[config.mk]
export PLATFORM = sky130hd
export DESIGN_NAME = hrv_rmssd_zone_binner_top
export DESIGN_NICKNAME = d
export VERILOG_FILES = /design/src/sv/hrvz_pkg.sv /design/src/sv/hrv_rmssd_zone_binner_top.sv /design/src/sv/hrvz_div.sv /design/src/sv/hrvz_isqrt.sv
export SDC_FILE = /design/constraint.sdc
export NUM_CORES = 2
export LEC_CHECK = 0
export BUFFER_PORTS_ARGS = -buffer_cell sky130_fd_sc_hd__buf_2
export CORE_MARGIN = 1
export CORE_UTILIZATION = 35
export CTS_BUF_LIST = sky130_fd_sc_hd__clkbuf_16
export DETAILED_ROUTE_END_ITERATION = 8
export GPL_TIMING_DRIVEN = 0
export PLACE_DENSITY_LB_ADDON = 0.08
export SYNTH_ARGS = -nofsm -noshare
export SYNTH_HDL_FRONTEND = slang
export SYNTH_SLANG_ARGS = --single-unit
[constraint.sdc]
create_clock -name i_clk -period 8.1 [get_ports i_clk]
set_clock_uncertainty 0.1 [all_clocks]
set_input_delay 0.81 -clock i_clk [delete_from_list [all_inputs] [get_ports i_clk]]
set_output_delay 0.81 -clock i_clk [all_outputs]
set_load 0.01 [all_outputs]
[src/sv/hrvz_pkg.sv]
`timescale 1ns / 1ps

package hrvz_pkg;

    // Stream payload widths in bits. The data widths are whole numbers of bytes.
    localparam int IN_DATA_W  = 64;
    localparam int IN_USER_W  = 2;
    localparam int OUT_DATA_W = 160;
    localparam int OUT_USER_W = 1;

    // Configuration port.
    localparam int CFG_IDX_W  = 3;
    localparam int CFG_DATA_W = 8;
    localparam int NUM_THRESH = 5;
    localparam logic [CFG_IDX_W-1:0] CFG_WINDOW_LENGTH = 3'd5;
    localparam logic [6:0] WLEN_RST = 7'd32;
    localparam logic [7:0] ZONE_UPPER_RST [NUM_THRESH] = '{8'd70, 8'd108, 8'd143, 8'd161, 8'd178};

    // Field and accumulator widths.
    localparam int RR_W     = 16;
    localparam int BPM_W    = 8;
    localparam int QZ_W     = 3;
    localparam int RMS_W    = 20;
    localparam int CNT_W    = 32;
    localparam int SQS_W    = 38;
    localparam logic [SQS_W-1:0] SQS_SAT = {SQS_W{1'b1}};
    localparam logic [CNT_W-1:0] CNT_SAT = {CNT_W{1'b1}};

    // Shared divider: up to a 46-bit dividend over a 32-bit divisor.
    localparam int DIV_NW = SQS_W + 8;
    localparam int DIV_DW = 32;
    localparam int DIV_SW = 6;
    localparam logic [DIV_SW-1:0] DIV_STEPS_WIN = 6'd46;
    localparam logic [DIV_SW-1:0] DIV_STEPS_AVG = 6'd32;

    // Square root of the 46-bit quotient gives a 23-bit root.
    localparam int SQ_NW = DIV_NW;
    localparam int SQ_RW = SQ_NW / 2;

    typedef enum logic [1:0] {
        OP_SAMPLE = 2'd0,
        OP_QUERY  = 2'd1,
        OP_CLEAR  = 2'd2,
        OP_NOP    = 2'd3
    } t_opcode;

    typedef enum logic [3:0] {
        S_IDLE,
        S_MUL,
        S_ACC,
        S_WSTART,
        S_WDIV,
        S_SQRT,
        S_BIN,
        S_QSTART,
        S_QDIV,
        S_QACC,
        S_DONE
    } t_state;

endpackage

[src/sv/hrv_rmssd_zone_binner_top.sv]
`timescale 1ns / 1ps

// Channel  | Direction | Handshake                     | Payload
// ---------+-----------+-------------------------------+------------------------------------
// s_axis   | in        | s_axis_tvalid / s_axis_tready | tdata: command fields, tuser: opcode
// m_axis   | out       | m_axis_tvalid / m_axis_tready | tdata: statistics, tuser: window_done
// cfg      | in        | i_cfg_valid / o_cfg_ready     | i_cfg_index, i_cfg_data
//
// Every command transaction yields exactly one result transaction.
// A sample that closes a window also runs its mean square through the shared divider
// and then the square-root unit before its result is loaded. A query runs, for each
// non-empty zone, one division for its average through the same divider; an empty
// zone skips the divider.
// Reset is synchronous, active low, and clears all statistics and restores the
// threshold and window-length registers. The block takes no command while one is
// in progress; a finished result waits in the output register while the next
// command is already taken, and it stalls the sequencer only when a second result
// is ready before the first has been taken. Configuration writes are always accepted.
module hrv_rmssd_zone_binner_top
    import hrvz_pkg::*;
#(
    parameter int WINDOW_MAX = 64,
    parameter int ZONE_COUNT = 6
) (
    input  logic                  i_clk,
    input  logic                  i_rst_n,
    // Command stream.
    input  logic                  s_axis_tvalid,
    output logic                  s_axis_tready,
    // tdata: sample_time[31:0], rr_ms[47:32], heart_rate[55:48], query_zone[58:56],
    //        zero fill [63:59].
    input  logic [IN_DATA_W-1:0]  s_axis_tdata,
    // tuser: opcode[1:0].
    input  logic [IN_USER_W-1:0]  s_axis_tuser,
    // Result stream.
    output logic                  m_axis_tvalid,
    input  logic                  m_axis_tready,
    // tdata: window_rmssd[19:0], current_zone[22:20], zone_average[42:23],
    //        zone_windows[74:43], total_windows[106:75], max_average[126:107],
    //        max_windows[158:127], zero fill [159].
    output logic [OUT_DATA_W-1:0] m_axis_tdata,
    // tuser: window_done[0].
    output logic [OUT_USER_W-1:0] m_axis_tuser,
    // Configuration writes.
    input  logic                  i_cfg_valid,
    output logic                  o_cfg_ready,
    input  logic [CFG_IDX_W-1:0]  i_cfg_index,
    input  logic [CFG_DATA_W-1:0] i_cfg_data
);

    // Fill counter holds up to WINDOW_MAX; CW is wide enough for it and the register.
    localparam int FCW = $clog2(WINDOW_MAX + 1);
    localparam int CW  = (FCW > 7) ? FCW : 7;
    localparam int ZIW = $clog2(ZONE_COUNT);

    // Input field views.
    t_opcode            w_op;
    logic [31:0]        w_time;
    logic [RR_W-1:0]    w_rr;
    logic [BPM_W-1:0]   w_bpm;
    logic [QZ_W-1:0]    w_qz;

    assign w_op   = t_opcode'(s_axis_tuser);
    assign w_time = s_axis_tdata[31:0];
    assign w_rr   = s_axis_tdata[47:32];
    assign w_bpm  = s_axis_tdata[55:48];
    assign w_qz   = s_axis_tdata[58:56];

    // Configuration registers.
    logic [7:0]       r_zone_upper [NUM_THRESH];
    logic [6:0]       r_window_length;

    // Block state.
    t_state           r_state, n_state;
    logic             r_armed;
    logic [RR_W-1:0]  r_prev_rr;
    logic [FCW-1:0]   r_fill;
    logic [SQS_W-1:0] r_square_sum;
    logic [CNT_W-1:0] r_rmssd_sum [ZONE_COUNT];
    logic [CNT_W-1:0] r_window_count [ZONE_COUNT];
    logic [2:0]       r_last_zone;
    logic [ZIW-1:0]   r_zidx;

    // Per-command working registers.
    logic [BPM_W-1:0] r_bpm;
    logic [QZ_W-1:0]  r_qz;
    logic [RR_W-1:0]  r_diff;
    logic [31:0]      r_prod;
    logic [CNT_W-1:0] r_avg;
    logic             r_res_done;
    logic [RMS_W-1:0] r_res_rms;
    logic [RMS_W-1:0] r_res_zavg;
    logic [CNT_W-1:0] r_res_zwin;
    logic [CNT_W-1:0] r_res_total;
    logic [CNT_W-1:0] r_res_maxa;
    logic [CNT_W-1:0] r_res_maxw;

    // Output register.
    logic                  r_out_valid;
    logic [OUT_DATA_W-1:0] r_out_data;
    logic [OUT_USER_W-1:0] r_out_user;

    // Sequencer strobes.
    logic              w_accept;
    logic              w_div_start;
    logic [DIV_NW-1:0] w_div_dividend;
    logic [DIV_DW-1:0] w_div_divisor;
    logic [DIV_SW-1:0] w_div_steps;
    logic              w_sq_start;
    logic              w_out_load;

    // Shared unit results.
    logic              w_div_done;
    logic [DIV_NW-1:0] w_quot;
    logic              w_sq_done;
    logic [SQ_RW-1:0]  w_root;

    // Datapath helpers.
    logic [CW-1:0]    w_len;
    logic             w_win_full;
    logic [SQS_W:0]   w_acc;
    logic [8:0]       w_thr [ZONE_COUNT];
    logic             w_zone_hit;
    logic [ZIW-1:0]   w_zone;
    logic [CNT_W:0]   w_zsum;
    logic [CNT_W:0]   w_total;
    logic             w_zcount_zero;

    assign o_cfg_ready = 1'b1;
    assign w_accept    = s_axis_tvalid && s_axis_tready;

    // The effective window length is the register clamped to [2, WINDOW_MAX].
    always_comb begin
        w_len = CW'(r_window_length);
        if (w_len < CW'(2)) begin
            w_len = CW'(2);
        end else if (w_len > CW'(WINDOW_MAX)) begin
            w_len = CW'(WINDOW_MAX);
        end
    end

    assign w_win_full    = (CW'(r_fill) >= w_len);
    assign w_acc         = {1'b0, r_square_sum} + (SQS_W + 1)'(r_prod);
    assign w_zcount_zero = (r_window_count[r_zidx] == '0);

    // Zone search: zones beyond the five thresholds have an upper bound of 256.
    // The lowest zone whose bounds hold wins.
    always_comb begin
        logic lo_ok;
        logic hi_ok;
        w_zone_hit = 1'b0;
        w_zone     = '0;
        for (int k = 0; k < ZONE_COUNT; k++) begin
            w_thr[k] = (k < NUM_THRESH) ? {1'b0, r_zone_upper[(k < NUM_THRESH) ? k : 0]}
                                        : 9'd256;
        end
        for (int i = ZONE_COUNT - 1; i >= 0; i--) begin
            lo_ok = (i == 0) || ({1'b0, r_bpm} >= w_thr[(i > 0) ? i - 1 : 0]);
            hi_ok = (i == ZONE_COUNT - 1) || ({1'b0, r_bpm} < w_thr[i]);
            if (lo_ok && hi_ok) begin
                w_zone_hit = 1'b1;
                w_zone     = ZIW'(i);
            end
        end
    end

    assign w_zsum  = {1'b0, r_rmssd_sum[w_zone]} + (CNT_W + 1)'(w_root);
    assign w_total = {1'b0, r_res_total} + {1'b0, r_window_count[r_zidx]};

    // Next-state logic.
    always_comb begin
        n_state = r_state;
        unique case (r_state)
            S_IDLE: begin
                if (s_axis_tvalid) begin
                    unique case (w_op) inside
                        OP_SAMPLE: begin
                            n_state = (w_time != '0 && r_armed) ? S_MUL : S_DONE;
                        end
                        OP_QUERY: begin
                            n_state = S_QSTART;
                        end
                        OP_CLEAR, OP_NOP: begin
                            n_state = S_DONE;
                        end
                    endcase
                end
            end
            S_MUL:    n_state = S_ACC;
            S_ACC:    n_state = w_win_full ? S_WSTART : S_DONE;
            S_WSTART: n_state = S_WDIV;
            S_WDIV:   n_state = w_div_done ? S_SQRT : S_WDIV;
            S_SQRT:   n_state = w_sq_done ? S_BIN : S_SQRT;
            S_BIN:    n_state = S_DONE;
            S_QSTART: n_state = w_zcount_zero ? S_QACC : S_QDIV;
            S_QDIV:   n_state = w_div_done ? S_QACC : S_QDIV;
            S_QACC:   n_state = (r_zidx == ZIW'(ZONE_COUNT - 1)) ? S_DONE : S_QSTART;
            S_DONE:   n_state = (!r_out_valid || m_axis_tready) ? S_IDLE : S_DONE;
            default:  n_state = S_IDLE;
        endcase
    end

    // Sequencer outputs.
    always_comb begin
        s_axis_tready  = 1'b0;
        w_div_start    = 1'b0;
        w_div_dividend = {r_square_sum, 8'd0};
        w_div_divisor  = DIV_DW'(r_fill - FCW'(1));
        w_div_steps    = DIV_STEPS_WIN;
        w_sq_start     = 1'b0;
        w_out_load     = 1'b0;
        unique case (r_state)
            S_IDLE: begin
                s_axis_tready = 1'b1;
            end
            S_WSTART: begin
                w_div_start = 1'b1;
            end
            S_WDIV: begin
                w_sq_start = w_div_done;
            end
            S_QSTART: begin
                w_div_start    = !w_zcount_zero;
                w_div_dividend = {r_rmssd_sum[r_zidx], (DIV_NW - CNT_W)'(0)};
                w_div_divisor  = r_window_count[r_zidx];
                w_div_steps    = DIV_STEPS_AVG;
            end
            S_DONE: begin
                w_out_load = !r_out_valid || m_axis_tready;
            end
            default: begin
                s_axis_tready = 1'b0;
            end
        endcase
    end

    // Configuration registers.
    always_ff @(posedge i_clk) begin
        if (!i_rst_n) begin
            for (int i = 0; i < NUM_THRESH; i++) begin
                r_zone_upper[i] <= ZONE_UPPER_RST[i];
            end
            r_window_length <= WLEN_RST;
        end else if (i_cfg_valid) begin
            for (int i = 0; i < NUM_THRESH; i++) begin
                if (i_cfg_index == CFG_IDX_W'(i)) begin
                    r_zone_upper[i] <= i_cfg_data;
                end
            end
            if (i_cfg_index == CFG_WINDOW_LENGTH) begin
                r_window_length <= i_cfg_data[6:0];
            end
        end
    end

    // Control state and statistics.
    always_ff @(posedge i_clk) begin
        if (!i_rst_n) begin
            r_state      <= S_IDLE;
            r_armed      <= 1'b0;
            r_prev_rr    <= '0;
            r_fill       <= '0;
            r_square_sum <= '0;
            r_last_zone  <= '0;
            r_zidx       <= '0;
            r_out_valid  <= 1'b0;
            for (int i = 0; i < ZONE_COUNT; i++) begin
                r_rmssd_sum[i]    <= '0;
                r_window_count[i] <= '0;
            end
        end else begin
            r_state <= n_state;

            if (w_accept) begin
                r_zidx <= '0;
                unique case (w_op) inside
                    OP_SAMPLE: begin
                        if (w_time != '0) begin
                            if (!r_armed) begin
                                r_armed <= 1'b1;
                            end else begin
                                r_prev_rr <= w_rr;
                                r_fill    <= r_fill + FCW'(1);
                            end
                        end
                    end
                    OP_CLEAR: begin
                        r_armed      <= 1'b0;
                        r_prev_rr    <= '0;
                        r_fill       <= '0;
                        r_square_sum <= '0;
                        r_last_zone  <= '0;
                        for (int i = 0; i < ZONE_COUNT; i++) begin
                            r_rmssd_sum[i]    <= '0;
                            r_window_count[i] <= '0;
                        end
                    end
                    OP_QUERY, OP_NOP: begin
                        r_armed <= r_armed;
                    end
                endcase
            end

            if (r_state == S_ACC) begin
                r_square_sum <= w_acc[SQS_W] ? SQS_SAT : w_acc[SQS_W-1:0];
            end

            // A completed window restarts the window and is binned if a zone matches.
            if (r_state == S_BIN) begin
                r_fill       <= '0;
                r_square_sum <= '0;
                r_prev_rr    <= '0;
                if (w_zone_hit) begin
                    r_rmssd_sum[w_zone] <= w_zsum[CNT_W] ? CNT_SAT : w_zsum[CNT_W-1:0];
                    if (r_window_count[w_zone] != CNT_SAT) begin
                        r_window_count[w_zone] <= r_window_count[w_zone] + CNT_W'(1);
                    end
                    r_last_zone <= 3'(w_zone);
                end
            end

            if (r_state == S_QACC) begin
                r_zidx <= r_zidx + ZIW'(1);
            end

            if (w_out_load) begin
                r_out_valid <= 1'b1;
            end else if (m_axis_tready) begin
                r_out_valid <= 1'b0;
            end
        end
    end

    // Per-command payload.
    always_ff @(posedge i_clk) begin
        if (w_accept) begin
            r_bpm       <= w_bpm;
            r_qz        <= w_qz;
            r_diff      <= (r_fill == '0) ? '0 :
                           (w_rr >= r_prev_rr) ? (w_rr - r_prev_rr) : (r_prev_rr - w_rr);
            r_res_done  <= 1'b0;
            r_res_rms   <= '0;
            r_res_zavg  <= '0;
            r_res_zwin  <= '0;
            r_res_total <= '0;
            r_res_maxa  <= '0;
            r_res_maxw  <= '0;
        end

        if (r_state == S_MUL) begin
            r_prod <= r_diff * r_diff;
        end

        if (r_state == S_BIN) begin
            r_res_done <= 1'b1;
            r_res_rms  <= w_root[RMS_W-1:0];
        end

        // An empty zone averages to zero; otherwise the divider supplies it.
        if (r_state == S_QSTART) begin
            r_avg <= '0;
        end else if (r_state == S_QDIV && w_div_done) begin
            r_avg <= w_quot[CNT_W-1:0];
        end

        if (r_state == S_QACC) begin
            r_res_total <= w_total[CNT_W] ? CNT_SAT : w_total[CNT_W-1:0];
            if (r_avg > r_res_maxa) begin
                r_res_maxa <= r_avg;
            end
            if (r_window_count[r_zidx] > r_res_maxw) begin
                r_res_maxw <= r_window_count[r_zidx];
            end
            if (QZ_W'(r_zidx) == r_qz) begin
                r_res_zavg <= r_avg[RMS_W-1:0];
                r_res_zwin <= r_window_count[r_zidx];
            end
        end

        if (w_out_load) begin
            r_out_user <= r_res_done;
            r_out_data <= {1'b0, r_res_maxw, r_res_maxa[RMS_W-1:0], r_res_total,
                           r_res_zwin, r_res_zavg, r_last_zone, r_res_rms};
        end
    end

    assign m_axis_tvalid = r_out_valid;
    assign m_axis_tdata  = r_out_data;
    assign m_axis_tuser  = r_out_user;

    // Shared divider: mean square of a window, and per-zone averages for queries.
    hrvz_div u_div (
        .i_clk      (i_clk),
        .i_rst_n    (i_rst_n),
        .i_start    (w_div_start),
        .i_dividend (w_div_dividend),
        .i_divisor  (w_div_divisor),
        .i_steps    (w_div_steps),
        .o_done     (w_div_done),
        .o_quotient (w_quot)
    );

    hrvz_isqrt u_isqrt (
        .i_clk   (i_clk),
        .i_rst_n (i_rst_n),
        .i_start (w_sq_start),
        .i_value (w_quot),
        .o_done  (w_sq_done),
        .o_root  (w_root)
    );

endmodule

[src/sv/hrvz_div.sv]
`timescale 1ns / 1ps

// Restoring divider, one quotient bit per cycle. The dividend is left-aligned,
// so a run of fewer steps divides only its upper bits.
module hrvz_div
    import hrvz_pkg::*;
(
    input  logic              i_clk,
    input  logic              i_rst_n,
    input  logic              i_start,
    input  logic [DIV_NW-1:0] i_dividend,
    input  logic [DIV_DW-1:0] i_divisor,
    input  logic [DIV_SW-1:0] i_steps,
    output logic              o_done,
    output logic [DIV_NW-1:0] o_quotient
);

    logic              r_busy;
    logic              r_done;
    logic [DIV_SW-1:0] r_cnt;
    logic [DIV_DW-1:0] r_rem;
    logic [DIV_NW-1:0] r_work;
    logic [DIV_DW-1:0] r_dvs;
    logic [DIV_DW:0]   w_trial;
    logic [DIV_DW:0]   w_diff;
    logic              w_ge;

    assign w_trial = {r_rem, r_work[DIV_NW-1]};
    assign w_diff  = w_trial - {1'b0, r_dvs};
    assign w_ge    = (w_trial >= {1'b0, r_dvs});

    always_ff @(posedge i_clk) begin
        if (!i_rst_n) begin
            r_busy <= 1'b0;
            r_done <= 1'b0;
            r_cnt  <= '0;
        end else begin
            r_done <= 1'b0;
            if (i_start) begin
                r_busy <= 1'b1;
                r_cnt  <= i_steps;
            end else if (r_busy) begin
                r_cnt <= r_cnt - DIV_SW'(1);
                if (r_cnt == DIV_SW'(1)) begin
                    r_busy <= 1'b0;
                    r_done <= 1'b1;
                end
            end
        end
    end

    always_ff @(posedge i_clk) begin
        if (i_start) begin
            r_rem  <= '0;
            r_work <= i_dividend;
            r_dvs  <= i_divisor;
        end else if (r_busy) begin
            r_rem  <= w_ge ? w_diff[DIV_DW-1:0] : w_trial[DIV_DW-1:0];
            r_work <= {r_work[DIV_NW-2:0], w_ge};
        end
    end

    assign o_done     = r_done;
    assign o_quotient = r_work;

endmodule

[src/sv/hrvz_isqrt.sv]
`timescale 1ns / 1ps

// Bit-pair integer square root, one result bit per cycle.
module hrvz_isqrt
    import hrvz_pkg::*;
(
    input  logic             i_clk,
    input  logic             i_rst_n,
    input  logic             i_start,
    input  logic [SQ_NW-1:0] i_value,
    output logic             o_done,
    output logic [SQ_RW-1:0] o_root
);

    logic             r_busy;
    logic             r_done;
    logic [SQ_NW-1:0] r_v;
    logic [SQ_NW-1:0] r_r;
    logic [SQ_NW-1:0] r_bit;
    logic [SQ_NW:0]   w_sum;
    logic             w_take;

    assign w_sum  = {1'b0, r_r} + {1'b0, r_bit};
    assign w_take = ({1'b0, r_v} >= w_sum);

    always_ff @(posedge i_clk) begin
        if (!i_rst_n) begin
            r_busy <= 1'b0;
            r_done <= 1'b0;
        end else begin
            r_done <= 1'b0;
            if (i_start) begin
                r_busy <= 1'b1;
            end else if (r_busy && r_bit[0]) begin
                r_busy <= 1'b0;
                r_done <= 1'b1;
            end
        end
    end

    always_ff @(posedge i_clk) begin
        if (i_start) begin
            r_v   <= i_value;
            r_r   <= '0;
            r_bit <= SQ_NW'(1) << (SQ_NW - 2);
        end else if (r_busy) begin
            if (w_take) begin
                r_v <= r_v - w_sum[SQ_NW-1:0];
                r_r <= (r_r >> 1) + r_bit;
            end else begin
                r_r <= r_r >> 1;
            end
            r_bit <= r_bit >> 2;
        end
    end

    assign o_done = r_done;
    assign o_root = r_r[SQ_RW-1:0];

endmodule

==> results.md <==
* Clock tree sinks at 1289
* Clk slew on worst S/H paths at 0.06 ns
* YS warnings at 0
* Fmax achieved at between 0.1 and 0.15 GHz
* Critical path arrival at roughly 8.3 ns
* Unrepaired setup endpoints after global routing: yes
* Min cycle time layout at between 7 and 8 ns
* Top-count cell post-synth: edfxtp_1
* Row count at between 150 and 200
* Top delay family on crit path: compound AO/OA/AOI/OAI gates
* Yosys reg bits at about 1300
* Failing checks: capacitance limit
* Routed vias/inst at 5.488
* Maximum number of pins on one net before global-route repair at 71
* Sw power at roughly 16 mW
* Synth Cell Area at 76200 sq um
* Crit path top cell by count: clkbuf_2
* Worst Max-Slew Pin Slew at 1.448 ns
* Status: complete, but fails checks
* CTS tree: done
* Tightest Hold Check Type: in2reg
* CTS Buf Count at about 150
* Drt pass-1 iters at 6
* Port buffer count at 237
* Global placement routability congestion at about 0.90
* Vias in the first global route at 58120
* Die Area at between 200000 and 250000 sq um
* Hold endpoint: r_bpm[3]$_DFFE_PP_
* Flop pwr share at around 26%
* Clock Latency Late Sink at slightly above 0.8 ns
* Commonest cells post-synth: 946 x edfxtp_1, 638 x nor2_1, 564 x inv_1
* Cts hold-fix bufs at 0
* WL per Instance at between 20 and 30 um
* Total gr overflow at 0
* Worst Setup End Kind: flip-flop
* CP max FO at 10
* Clk root buf: clkbuf_16
* Slowest stage delay, CP at between 0.5 and 0.6 ns
* Slowest CP cell: a31oi_1
* Total power at roughly 38 mW
* Total track usage at between 20% and 30%
* WL final at between 200000 and 300000 um
* Crit Reg-Reg Endpoint: r_rmssd_sum[3][29]$_SDFFCE_PN0P_
* EDFF count, synth at 946
* Period utilisation layout at a little over nine tenths
* H-tree Lvls at 4
* Layout cells sized above 1 at around 11%
* Initial Util at 35.36%
* Power share of the combinational group at between 50% and 60%
* Initial antenna violation count at 25
* Buffers & Inverters on Critical Path at 5
* Critical path class: reg2reg
* Worst VDD drop at approximately 1.3 mV
* Post-synth top area cell: edfxtp_1
* Crit-path cells: ha_1 -> o21ai_1 -> a21oi_1 -> o41ai_4 -> buf_4 -> nand2_1 -> clkbuf_2 -> and3_1 -> clkbuf_2 -> clkbuf_4 -> clkbuf_2 -> a211oi_1 -> ha_1 -> nand3_1 -> o22ai_1 -> o211ai_1 -> a31oi_1 -> a41o_1 -> o41ai_1 -> o21ai_1 -> nand3_1 -> or4_1 -> a21oi_2 -> nor2_1
* Register area share after synthesis at between 40% and 50%
* Switching Fraction at 43.12%
* Area contributors post-synth: edfxtp_1 37%, dfxtp_1 9.0%, ha_1 7.6%
* DIE HEIGHT at roughly 470 um
* Area delta synth->final at 14.98%
* Slew headroom at less than 1%
* Worst path required time at approximately 8.5 ns
* DP Worst Slack at -2.139 ns
* Post-Syn Instances at between 7000 and 8000
* Power Density at between 400 and 500 nW/um^2
* Worst setup margin at between 0.2 and 0.25 ns
* Leak at 34.81 nW
* Commonest register cell after synthesis: edfxtp_1
* Reg2reg start: r_bpm[3]$_DFFE_PP_
* Starting DRT DRC Count at around 5700
* Ys async rst share at 0%
* Vias post-DR at just under 60000
* DRC at 0
* Clk network pwr share at between 15 and 20%
* Fin. Hold Viols at 0
* I/O pin total at roughly 250
* Reg2reg path depth at 24
* Final slew viol count at 0
* Reg-to-reg slack, setup at around 0.24 ns
* Maxcap violations at 1
* Setup violations, final at 0
* TNS Setup at 0 ns
* Worst Setup Start Kind: flip-flop
* Worst Hold Launch: s_axis_tdata[51]
* Post-synth cell types at between 90 and 100
* Post-route ant nets at 0
* Area share of the largest cell type after synthesis at 37.28%
* Clock Path Buffers at 3
* Final HPWL from detailed placement at just over 200000 um
* Hold depth at 1
* Die width at about 470 um
* First-pass GRT wire length at 392900 um
* Core Area at 215500 sq um
* Fin nets at between 8000 and 9000
* Int Power at 21.59 mW
* Avg Inst Size Synth at 10.54 sq um
## metrics by stage
step | utilization (%) | cells | area (sq um) | hold slack (ns)
finish | 40.66 | 10770 | 87610 | 0.06282
detailed placement | 38.16 | 10470 | 82220 | 0.3147
CTS | 40.59 | 10750 | 87460 | 0.005035
floorplan | - | 7357 | 76680 | 0.3003
global placement | 37.79 | 10430 | 81420 | 0.3074
global route | 40.66 | 10760 | 87600 | 0.02079
## state kept, by name, summed over array words and instances (netlist names), 23 cells and up, named ones only
name              count
u_div.r_rem          32
u_div.o_quotient     46
r_zone_upper         40
r_window_count      256
r_res_total          32
r_res_maxa           32
r_rmssd_sum         256
r_square_sum         38
m_axis_tdata        159
u_isqrt.r_bit        23
u_div.r_dvs          32
u_isqrt.r_v          46
r_prod               31
r_avg                32
r_res_zwin           32
u_isqrt.r_r          46
r_res_maxw           32
## timing repair
action	in CTS	in global routing
endpoints found under the setup margin	443	323
setup buffers	4	7
gates cloned	1	0
pin swaps	3	2
resized for setup	59	37
## logic make-up (layout without fill, tap and decap cells)
| group | after synthesis | count (layout) | share of synthesized area, % |
|---|---|---|---|
| XOR/XNOR | 279 | 279 | 3.207 |
| other | 2 | 138 | 0.009856 |
| multiplexers | 381 | 381 | 7.172 |
| adder cells (fa/ha/maj) | 632 | 632 | 12.05 |
| flip-flops | 1289 | 1289 | 46.29 |
| AND/OR/NAND/NOR | 2081 | 2081 | 12.85 |
| AO/OA/AOI/OAI | 1624 | 1624 | 13.68 |
| buffers and inverters | 941 | 1503 | 4.741 |
## metal layers
layer,routed length [um],up-vias,global-route usage [%]
met5,49,-,0
met4,8111,8,7.327
met3,16950,395,3.749
met2,119500,1947,37.70
met1,124800,29410,34.56
li1,-,27320,-
## final cells by class
cell class	count	area, sq um
antenna	8	20.02
buffer	367	1524
clock buffer	159	3979
clock inverter	126	1080
fill	21060	127900
inverter	565	2125
multi-input combinational	5127	38110
sequential	1289	35280
tap	2838	3551
timing repair buffer	285	1934
timing repair inverter	1	7.507
## how the worst max path moves through the flow
stage / end / startpoint / slack, ns / cells after the start
final: r_rmssd_sum[3][29]$_SDFFCE_PN0P_ / r_bpm[3]$_DFFE_PP_ / 0.24 / 24
after global routing: r_rmssd_sum[7][14]$_DFFE_PP_ / r_bpm[1]$_DFFE_PP_ / -0.02 / 25
after CTS: r_rmssd_sum[4][23]$_SDFFCE_PN0P_ / r_bpm[2]$_DFFE_PP_ / 0.03 / 28
after detailed placement: r_rmssd_sum[5][18]$_SDFFCE_PN0P_ / r_bpm[2]$_DFFE_PP_ / -2.14 / 27
after global placement: r_window_count[4][10]$_SDFFCE_PN0P_ / r_bpm[5]$_DFFE_PP_ / -3.63 / 14
after floorplan: u_isqrt.r_v[0]$_DFFE_PP_ / u_isqrt.r_r[2]$_SDFFE_PP0P_ / 1.41 / 22
## power groups by stage
| stage | sequential [mW] | clock (mW) | combinational [mW] |
|---|---|---|---|
| after CTS | 9.83 | 7.16 | 21.1 |
| after global routing | 9.91 | 7.40 | 23.7 |
| final | 9.82 | 7.03 | 21.1 |
| after floorplan | 9.61 | 0 | 15.5 |
| after detailed placement | 9.97 | 0 | 20.9 |
| after global placement | 10.0 | 0 | 20.7 |
## layout by cell type (no fill, tap or decap), drive strengths merged, types with 343 or more instances in the layout
cell type	count
clkbuf	456
o21ai	366
dfxtp	343
a21oi	486
inv	604
nor2	638
ha	462
edfxtp	946
buf	353
nand2	563
Note: power is estimated with default switching activity, not from simulation.
